`config.mk`:
```
export PLATFORM = sky130hd
export DESIGN_NAME = unsigned_radix_digit_emitter_top
export DESIGN_NICKNAME = d
export VERILOG_FILES = /design/src/urde_pkg.sv /design/src/unsigned_radix_digit_emitter_top.sv /design/src/urde_alphabet.sv /design/src/urde_divider.sv /design/src/urde_digit_stack.sv
export SDC_FILE = /design/constraint.sdc
export NUM_CORES = 2
export LEC_CHECK = 0
export ABC_AREA = 1
export ABC_CLOCK_PERIOD_IN_PS = 16710
export BUFFER_PORTS_ARGS = -buffer_cell sky130_fd_sc_hd__buf_2
export CORE_MARGIN = 2
export CORE_UTILIZATION = 50
export DETAILED_ROUTE_END_ITERATION = 10
export GPL_ROUTABILITY_DRIVEN = 0
export PLACE_DENSITY = 0.65
export SLEW_MARGIN = 15
export SYNTH_ARGS = -nofsm -noshare
export SYNTH_HDL_FRONTEND = slang
export SYNTH_SLANG_ARGS = --single-unit
```
`constraint.sdc`:
```
create_clock -name clock -period 16.71 [get_ports clock]
set_input_delay 2.5065 -clock clock [delete_from_list [all_inputs] [get_ports clock]]
set_output_delay 2.5065 -clock clock [all_outputs]
set_load 0.05 [all_outputs]
```
`src/urde_pkg.sv`:
```
package urde_pkg;

   localparam int TABLE_DEPTH_DEF = 128;
   localparam int VALUE_BITS_DEF  = 32;

   localparam int OP_W    = 2;
   localparam int CHAR_W  = 8;
   localparam int VALUE_W = 32;
   localparam int COUNT_W = 6;
   localparam int DIGIT_W = 7;

   localparam logic [OP_W-1:0] OP_CLEAR   = 2'd0;
   localparam logic [OP_W-1:0] OP_APPEND  = 2'd1;
   localparam logic [OP_W-1:0] OP_CONVERT = 2'd2;
   localparam logic [OP_W-1:0] OP_UNUSED  = 2'd3;

   localparam logic [CHAR_W-1:0] CHAR_PLUS  = 8'h2B;
   localparam logic [CHAR_W-1:0] CHAR_MINUS = 8'h2D;
   localparam logic [CHAR_W-1:0] CHAR_LOW   = 8'd32;   // this and below rejected
   localparam logic [CHAR_W-1:0] CHAR_HIGH  = 8'd126;  // above this rejected
   localparam int                MIN_BASE   = 2;
   localparam int                SEEN_DEPTH = 128;

   typedef struct packed {
      logic [OP_W-1:0]    operation;
      logic [CHAR_W-1:0]  alphabet_char;
      logic [VALUE_W-1:0] value;
   } req_type;

   typedef struct packed {
      logic [CHAR_W-1:0]  digit_char;
      logic               last;
      logic               failed;
      logic [COUNT_W-1:0] written_count;
   } rsp_type;

   typedef struct packed {
      logic              clear;
      logic              append;
      logic [CHAR_W-1:0] ch;
   } alpha_cmd_type;

   typedef struct packed {
      logic bad;
      logic too_short;
   } alpha_stat_type;

   typedef struct packed {
      logic done;
      logic quot_nonzero;
   } div_stat_type;

endpackage

```
`src/unsigned_radix_digit_emitter_top.sv`:
```
// Unsigned value to digit string in the base set by a stored alphabet.
// Request channel: an item is taken at a clock edge with start high and busy
// low. Operation clear empties the alphabet, append adds one character; both
// finish at the accepting edge and leave busy low. Convert turns value into
// digit characters, most significant first.
// Result channel: each beat is on rsp_data for exactly one cycle, marked by
// rsp_strobe. The receiver cannot stall; every beat must be taken as it comes.
// A convert on an invalid or too short alphabet gives one failed beat in the
// cycle after acceptance and keeps busy low.
// Sequence: each digit takes one pass of the bit-serial divider, one quotient
// bit per cycle. After the last division the digits come out of the digit
// stack and alphabet table, each beat passing through states POP, TBL and OUT
// (two registered memory reads per beat). The last beat appears in the same
// cycle that busy falls.
// Reset (synchronous) empties the alphabet, clears the bad flag and the
// character marks, and returns the sequencer to idle; no clearing pass.
module unsigned_radix_digit_emitter_top #(
   parameter int TABLE_DEPTH = urde_pkg::TABLE_DEPTH_DEF,
   parameter int VALUE_BITS  = urde_pkg::VALUE_BITS_DEF
) (
   input  logic              clock,
   input  logic              reset,
   input  logic              start,
   output logic              busy,
   input  urde_pkg::req_type req_data,
   output logic              rsp_strobe,
   output urde_pkg::rsp_type rsp_data
);
   import urde_pkg::*;

   localparam int LEN_BITS  = $clog2(TABLE_DEPTH + 1);
   localparam int CNT_BITS  = $clog2(VALUE_BITS + 1);
   localparam int ADDR_BITS = $clog2(VALUE_BITS);

   localparam logic [2:0] S_IDLE = 3'd0;
   localparam logic [2:0] S_DIV  = 3'd1;
   localparam logic [2:0] S_POP  = 3'd2;
   localparam logic [2:0] S_TBL  = 3'd3;
   localparam logic [2:0] S_OUT  = 3'd4;

   logic [2:0]            state_ff, state_in;
   logic [CNT_BITS-1:0]   n_ff, n_in;
   logic [CNT_BITS-1:0]   pop_ff, pop_in;
   logic                  rsp_strobe_ff, rsp_strobe_in;
   rsp_type               rsp_data_ff, rsp_data_in;

   logic                  accept;
   alpha_cmd_type         alpha_cmd;
   alpha_stat_type        alpha_stat;
   logic [LEN_BITS-1:0]   alpha_len;
   logic [CHAR_W-1:0]     table_char;
   logic                  div_start;
   logic [VALUE_BITS-1:0] div_operand;
   logic [VALUE_BITS-1:0] div_quot;
   logic [LEN_BITS-1:0]   div_rem;
   div_stat_type          div_stat;
   logic                  stack_we;
   logic [DIGIT_W-1:0]    stack_rd;
   logic [ADDR_BITS-1:0]  stack_waddr;
   logic [ADDR_BITS-1:0]  stack_raddr;
   logic [CNT_BITS-1:0]   n_inc;
   logic [CNT_BITS-1:0]   pop_dec;
   logic                  push_ok;
   logic                  is_last;

   assign accept      = start && !busy;
   assign n_inc       = n_ff + 1'b1;
   assign pop_dec     = pop_ff - 1'b1;
   assign push_ok     = n_ff < CNT_BITS'(VALUE_BITS);
   assign stack_waddr = n_ff[ADDR_BITS-1:0];
   assign stack_raddr = pop_dec[ADDR_BITS-1:0];
   assign is_last     = pop_ff == CNT_BITS'(1);

   urde_alphabet #(
      .TABLE_DEPTH (TABLE_DEPTH),
      .LEN_BITS    (LEN_BITS)
   ) u_alphabet (
      .clock   (clock),
      .reset   (reset),
      .cmd     (alpha_cmd),
      .rd_idx  (stack_rd),
      .rd_char (table_char),
      .length  (alpha_len),
      .stat    (alpha_stat)
   );

   urde_divider #(
      .VALUE_BITS (VALUE_BITS),
      .LEN_BITS   (LEN_BITS)
   ) u_divider (
      .clock     (clock),
      .reset     (reset),
      .start     (div_start),
      .operand   (div_operand),
      .divisor   (alpha_len),
      .quotient  (div_quot),
      .remainder (div_rem),
      .stat      (div_stat)
   );

   urde_digit_stack #(
      .VALUE_BITS (VALUE_BITS),
      .ADDR_BITS  (ADDR_BITS)
   ) u_digit_stack (
      .clock    (clock),
      .wr_en    (stack_we),
      .wr_addr  (stack_waddr),
      .wr_digit (div_rem[DIGIT_W-1:0]),
      .rd_addr  (stack_raddr),
      .rd_digit (stack_rd)
   );

   always_comb begin
      state_in      = state_ff;
      n_in          = n_ff;
      pop_in        = pop_ff;
      div_start     = 1'b0;
      div_operand   = div_quot;
      alpha_cmd     = '0;
      stack_we      = 1'b0;
      rsp_strobe_in = 1'b0;
      rsp_data_in   = '0;
      case (state_ff)
         S_IDLE: begin
            if (accept) begin
               case (req_data.operation)
                  OP_CLEAR: begin
                     alpha_cmd.clear = 1'b1;
                  end
                  OP_APPEND: begin
                     alpha_cmd.append = 1'b1;
                     alpha_cmd.ch     = req_data.alphabet_char;
                  end
                  OP_CONVERT: begin
                     if (alpha_stat.bad || alpha_stat.too_short) begin
                        rsp_strobe_in      = 1'b1;
                        rsp_data_in.last   = 1'b1;
                        rsp_data_in.failed = 1'b1;
                     end else begin
                        div_start   = 1'b1;
                        div_operand = VALUE_BITS'(req_data.value);
                        n_in        = '0;
                        state_in    = S_DIV;
                     end
                  end
                  default: begin
                  end
               endcase
            end
         end
         S_DIV: begin
            if (div_stat.done) begin
               stack_we = push_ok;
               if (push_ok) begin
                  n_in = n_inc;
               end
               if (div_stat.quot_nonzero) begin
                  div_start = 1'b1;
               end else begin
                  pop_in   = push_ok ? n_inc : n_ff;
                  state_in = S_POP;
               end
            end
         end
         S_POP: begin
            state_in = S_TBL;
         end
         S_TBL: begin
            state_in = S_OUT;
         end
         S_OUT: begin
            rsp_strobe_in          = 1'b1;
            rsp_data_in.digit_char = table_char;
            rsp_data_in.last       = is_last;
            rsp_data_in.written_count = is_last ? COUNT_W'(n_ff) : '0;
            pop_in   = pop_dec;
            state_in = is_last ? S_IDLE : S_POP;
         end
         default: begin
            state_in = S_IDLE;
         end
      endcase
   end

   always_ff @(posedge clock) begin
      if (reset) begin
         state_ff      <= S_IDLE;
         n_ff          <= '0;
         pop_ff        <= '0;
         rsp_strobe_ff <= 1'b0;
      end else begin
         state_ff      <= state_in;
         n_ff          <= n_in;
         pop_ff        <= pop_in;
         rsp_strobe_ff <= rsp_strobe_in;
      end
      rsp_data_ff <= rsp_data_in;
   end

   assign busy       = state_ff != S_IDLE;
   assign rsp_strobe = rsp_strobe_ff;
   assign rsp_data   = rsp_data_ff;

endmodule

```
`src/urde_alphabet.sv`:
```
module urde_alphabet #(
   parameter int TABLE_DEPTH = urde_pkg::TABLE_DEPTH_DEF,
   parameter int LEN_BITS    = $clog2(TABLE_DEPTH + 1)
) (
   input  logic                            clock,
   input  logic                            reset,
   input  urde_pkg::alpha_cmd_type         cmd,
   input  logic [urde_pkg::DIGIT_W-1:0]    rd_idx,
   output logic [urde_pkg::CHAR_W-1:0]     rd_char,
   output logic [LEN_BITS-1:0]             length,
   output urde_pkg::alpha_stat_type        stat
);
   import urde_pkg::*;

   localparam int IDX_BITS = (TABLE_DEPTH > 1) ? $clog2(TABLE_DEPTH) : 1;
   localparam int CMP_W    = (LEN_BITS > DIGIT_W) ? LEN_BITS : DIGIT_W;

   logic [CHAR_W-1:0]     table_mem [TABLE_DEPTH];
   logic [LEN_BITS-1:0]   length_ff, length_in;
   logic                  bad_ff, bad_in;
   logic [SEEN_DEPTH-1:0] seen_ff, seen_in;
   logic [CHAR_W-1:0]     rd_data_ff;
   logic                  rd_hit_ff;
   logic                  full;
   logic                  rejected;
   logic                  do_write;
   logic [IDX_BITS-1:0]   wr_index;
   logic [IDX_BITS-1:0]   rd_index;
   logic                  rd_hit;

   assign full     = length_ff >= LEN_BITS'(TABLE_DEPTH);
   assign rejected = (cmd.ch == CHAR_PLUS) || (cmd.ch == CHAR_MINUS) ||
                     (cmd.ch <= CHAR_LOW) || (cmd.ch > CHAR_HIGH);
   assign do_write = cmd.append && !full;
   assign wr_index = length_ff[IDX_BITS-1:0];
   assign rd_index = IDX_BITS'(rd_idx);
   assign rd_hit   = CMP_W'(rd_idx) < CMP_W'(length_ff);

   always_comb begin
      length_in = length_ff;
      bad_in    = bad_ff;
      seen_in   = seen_ff;
      if (cmd.clear) begin
         length_in = '0;
         bad_in    = 1'b0;
         seen_in   = '0;
      end else if (cmd.append) begin
         if (full) begin
            bad_in = 1'b1;
         end else begin
            length_in = length_ff + 1'b1;
            if (rejected || seen_ff[cmd.ch[DIGIT_W-1:0]]) begin
               bad_in = 1'b1;
            end else begin
               seen_in[cmd.ch[DIGIT_W-1:0]] = 1'b1;
            end
         end
      end
   end

   always_ff @(posedge clock) begin
      if (reset) begin
         length_ff <= '0;
         bad_ff    <= 1'b0;
         seen_ff   <= '0;
      end else begin
         length_ff <= length_in;
         bad_ff    <= bad_in;
         seen_ff   <= seen_in;
      end
   end

   always_ff @(posedge clock) begin
      if (do_write) begin
         table_mem[wr_index] <= cmd.ch;
      end
      rd_data_ff <= table_mem[rd_index];
      rd_hit_ff  <= rd_hit;
   end

   assign rd_char        = rd_hit_ff ? rd_data_ff : '0;
   assign length         = length_ff;
   assign stat.bad       = bad_ff;
   assign stat.too_short = length_ff < LEN_BITS'(MIN_BASE);

endmodule

```
`src/urde_divider.sv`:
```
module urde_divider #(
   parameter int VALUE_BITS = urde_pkg::VALUE_BITS_DEF,
   parameter int LEN_BITS   = 8
) (
   input  logic                    clock,
   input  logic                    reset,
   input  logic                    start,
   input  logic [VALUE_BITS-1:0]   operand,
   input  logic [LEN_BITS-1:0]     divisor,
   output logic [VALUE_BITS-1:0]   quotient,
   output logic [LEN_BITS-1:0]     remainder,
   output urde_pkg::div_stat_type  stat
);
   import urde_pkg::*;

   localparam int STEP_BITS = (VALUE_BITS > 1) ? $clog2(VALUE_BITS) : 1;

   // restoring division, one quotient bit per cycle; quotient shifts into v
   logic [VALUE_BITS-1:0] v_ff, v_in;
   logic [LEN_BITS-1:0]   rem_ff, rem_in;
   logic [STEP_BITS-1:0]  step_ff, step_in;
   logic                  run_ff, run_in;
   logic                  done_ff, done_in;
   logic                  qnz_ff, qnz_in;
   logic [LEN_BITS:0]     trial;
   logic [LEN_BITS:0]     divisor_ext;
   logic                  qbit;

   assign trial       = {rem_ff, v_ff[VALUE_BITS-1]};
   assign divisor_ext = {1'b0, divisor};
   assign qbit        = trial >= divisor_ext;

   always_comb begin
      v_in    = v_ff;
      rem_in  = rem_ff;
      step_in = step_ff;
      run_in  = run_ff;
      done_in = 1'b0;
      qnz_in  = qnz_ff;
      if (start) begin
         v_in    = operand;
         rem_in  = '0;
         step_in = STEP_BITS'(VALUE_BITS - 1);
         run_in  = 1'b1;
         qnz_in  = 1'b0;
      end else if (run_ff) begin
         v_in    = {v_ff[VALUE_BITS-2:0], qbit};
         rem_in  = qbit ? LEN_BITS'(trial - divisor_ext) : trial[LEN_BITS-1:0];
         qnz_in  = qnz_ff | qbit;
         step_in = step_ff - 1'b1;
         if (step_ff == '0) begin
            run_in  = 1'b0;
            done_in = 1'b1;
         end
      end
   end

   always_ff @(posedge clock) begin
      if (reset) begin
         run_ff  <= 1'b0;
         done_ff <= 1'b0;
      end else begin
         run_ff  <= run_in;
         done_ff <= done_in;
      end
      v_ff    <= v_in;
      rem_ff  <= rem_in;
      step_ff <= step_in;
      qnz_ff  <= qnz_in;
   end

   assign quotient          = v_ff;
   assign remainder         = rem_ff;
   assign stat.done         = done_ff;
   assign stat.quot_nonzero = qnz_ff;

endmodule

```
`src/urde_digit_stack.sv`:
```
module urde_digit_stack #(
   parameter int VALUE_BITS = urde_pkg::VALUE_BITS_DEF,
   parameter int ADDR_BITS  = $clog2(VALUE_BITS)
) (
   input  logic                         clock,
   input  logic                         wr_en,
   input  logic [ADDR_BITS-1:0]         wr_addr,
   input  logic [urde_pkg::DIGIT_W-1:0] wr_digit,
   input  logic [ADDR_BITS-1:0]         rd_addr,
   output logic [urde_pkg::DIGIT_W-1:0] rd_digit
);
   import urde_pkg::*;

   logic [DIGIT_W-1:0] stack_mem [VALUE_BITS];
   logic [DIGIT_W-1:0] rd_digit_ff;

   always_ff @(posedge clock) begin
      if (wr_en) begin
         stack_mem[wr_addr] <= wr_digit;
      end
      rd_digit_ff <= stack_mem[rd_addr];
   end

   assign rd_digit = rd_digit_ff;

endmodule
```
==> results.sh <==
export IMPL_wl_per_cell_um=22.70
export IMPL_synthTopCellsByArea="edfxtp_1, nor2_1, o21ai_0"
export IMPL_worst_setup_path_start_kind="primary input"
export IMPL_rows=126
export IMPL_outcome="complete, no violations"
export IMPL_die_area_mm2=0.1208
export IMPL_relSlewSlack_pct=23.99
export IMPL_hold_buffers=0
export IMPL_synth_most_common_cell="edfxtp_1"
export IMPL_hp_start="u_alphabet.rd_data_ff[3]"
export IMPL_ir_drop_mv=0.1018
export IMPL_fin_hold_ws_ps=408.6
export IMPL_worst_path_max_delay_cell="nor2_4"
export IMPL_core_area_mm2=0.1176
export IMPL_grt_max_degree=192
export IMPL_hold_class="reg2reg"
export IMPL_grt_pass1_vias=37580
export IMPL_end_kind="flip-flop"
export IMPL_min_to="rsp_data[11]"
export IMPL_synthesis_area_mm2=0.05901
export IMPL_fmax_mhz=175.4
export IMPL_reg2reg_slack_ps=12290
export IMPL_slowest_delay_ps=680
export IMPL_power_density_mw_per_mm2=114.1
export IMPL_ctsResizeCount=0
export IMPL_fillers=9797
export IMPL_drt_iter0_drc=4736
export IMPL_antenna_found_initial=1
export IMPL_yosysSeqAreaShare_pct=70.87
export IMPL_antenna_left=0
export IMPL_rsz0062_at_grt="no"
export IMPL_syn_inst=5098
export IMPL_synth_edf_count=1280
export IMPL_post_route_period_util_pct=34.12
export IMPL_clock_root_buffer="clkbuf_16"
export IMPL_drcViolationCount=0
export IMPL_cts_tree="done"
export IMPL_die_w_um=347.5
export IMPL_die_y_um=347.5
export IMPL_crit_type="in2reg"
export IMPL_finalHoldViolCount=0
export IMPL_synthDistinctLibCells=48
export IMPL_drt_first_pass_iters=6
export IMPL_synth_avg_cell_area_um2=11.57
export IMPL_dr_total_vias=39860
export IMPL_synth_top_area_cell="edfxtp_1"
export IMPL_io_pins=63
export IMPL_grt_pass1_wl_mm=229.6
export IMPL_synthesis_nets=5168
export IMPL_ys_top_cells_by_count="edfxtp_1, nor2_1, o21ai_0"
export IMPL_post_cts_buffers=0
export IMPL_power_leakage_nw=21.42
export IMPL_synth_seq_cells=1449
export IMPL_clockBufferDepth=3
export IMPL_required_ps=17290
export IMPL_r2r_cells=10
export IMPL_setup_viol=0
export IMPL_fin_crit_ps=5701
export IMPL_grtUsageTotal_pct=24.71
export IMPL_async_flop_share_pct=0
export IMPL_power_mw=7.420
export IMPL_setup_tns_ps=0
export IMPL_hold_depth=2
export IMPL_synth_top_area_share_pct=65.14
export IMPL_dp_hpwl_mm=84.50
export IMPL_initial_core_util_pct=50.17
export IMPL_synth_main_ff_cell="edfxtp_1"
export IMPL_cts_htree_levels=4
export IMPL_crit_path_cell_trace="buf_2, nand3_1, inv_2, nand2_2, nand2_1, nor2_1, nor3_1, nand4_1, nor2_4, buf_4, nand2_1, nand2_1, a21oi_1"
export IMPL_report_final_slew_viol_count=0
export IMPL_yosys_warnings=0
export IMPL_fin_util_pct=55.30
export IMPL_final_layout_size_suffix_gt1_share_pct=7.248
export IMPL_arrival_ps=6280
export IMPL_clock_sinks=1449
export IMPL_antenna_cells=0
export IMPL_timing_rr_start="u_digit_stack.rd_digit[1]"
export IMPL_cap_violations=0
export IMPL_wirelength_mm=152.0
export IMPL_clk_latency_ps=760
export IMPL_area_delta_synth_final_pct=10.22
export IMPL_finClkSkew_ps=27.28
export IMPL_r2r_end="u_alphabet.rd_data_ff[3]"
export IMPL_worst_pin_slew_ps=1140
export IMPL_clk_pin_slew_ps=60
export IMPL_fin_nets=5110
export IMPL_cpMostUsedCell="nand2_1"
export IMPL_grt_ovfl_total=0
export IMPL_numPortBuffers=62
export IMPL_via_per_inst=5.953
export IMPL_cts_made_buffers=149
export IMPL_path_max_fanout=59
worst max-delay path by stage:
stage                      start                           to  slack [ps]
finish              req_data[32]            u_alphabet.bad_ff       11010
global route        req_data[32]       u_alphabet.seen_ff[81]       10730
CTS                 req_data[32]            u_alphabet.bad_ff       11060
detailed placement  req_data[32]       u_alphabet.seen_ff[61]       10280
global placement    req_data[41]  u_alphabet.table_mem[95][1]        9770
floorplan           req_data[41]      u_alphabet.seen_ff[119]        9380
report_power, final:
part	switching [mW]	internal, mW
Clock	1.36	1.73
Sequential	0.00903	4.01
Combinational	0.244	0.0700
metal layers:
layer | vias up | share of wire [%] | global-route usage, %
met5 | - | 0 | 0
met4 | 0 | 2.8 | 8.093
met3 | 277 | 8.3 | 4.451
met2 | 1726 | 47 | 38.98
met1 | 19560 | 42 | 34.91
li1 | 18300 | - | -
area by class of cell:
cell class	count	area, um2	share of cell area, %
timing repair buffer	129	870.8	1.339
clock buffer	199	3988	6.131
tap	1536	1922	2.955
multi-input combinational	3095	15110	23.23
clock inverter	72	479.2	0.7368
inverter	216	833.3	1.281
sequential	1449	41840	64.33
critical path, delay by kind of cell:
| family | cells | cell delay, ps |
|---|---|---|
| buf+inv | 3 | 1100 |
| simple gates | 9 | 2550 |
| compound gates | 1 | 60 |
cell usage in the layout (no fill, tap or decap), types with 9 or more instances in the layout:
cell	instances
inv_6	9
o221ai_1	64
o21ai_0	719
ha_1	23
nand2_1	367
a31oi_1	12
clkbuf_1	44
mux2i_1	22
nor2_1	1108
o32ai_1	34
clkinv_2	19
nand4_1	19
buf_4	62
o211ai_1	31
nor3_1	12
clkbuf_16	150
a21oi_1	135
dfxtp_1	163
o311ai_0	20
buf_2	62
o22ai_1	257
nand3_1	201
clkinv_1	37
edfxtp_1	1280
inv_1	199
sequential cells by signal, summed over array words and instances, names as in the netlist, 7 cells and up:
signal	flops
u_alphabet.seen_ff	96
u_digit_stack.stack_mem	224
u_digit_stack.rd_digit	7
u_divider.quotient	32
u_alphabet.length	8
u_alphabet.rd_data_ff	8
rsp_data	16
u_alphabet.table_mem	1024
u_divider.remainder	8
cells by family after synthesis:
family	synth area share, %
simple gates	11.86
xor+xnor	0.1930
fa+ha+maj	0.5428
compound gates	12.45
buf+inv	3.711
flops	70.87
mux	0.3732
metrics by stage:
step           instances  setup WS (ps)  cell area (um2)
2_1_floorplan       5098           9383            59010
3_3_place_gp        6424           9771            60540
3_5_place_dp        6425          10280            60550
4_1_cts             6696          11060            65020
5_1_grt             6696          10730            65040
6_report            6696          11010            65040
Note: power is estimated with default switching activity, not from simulation.
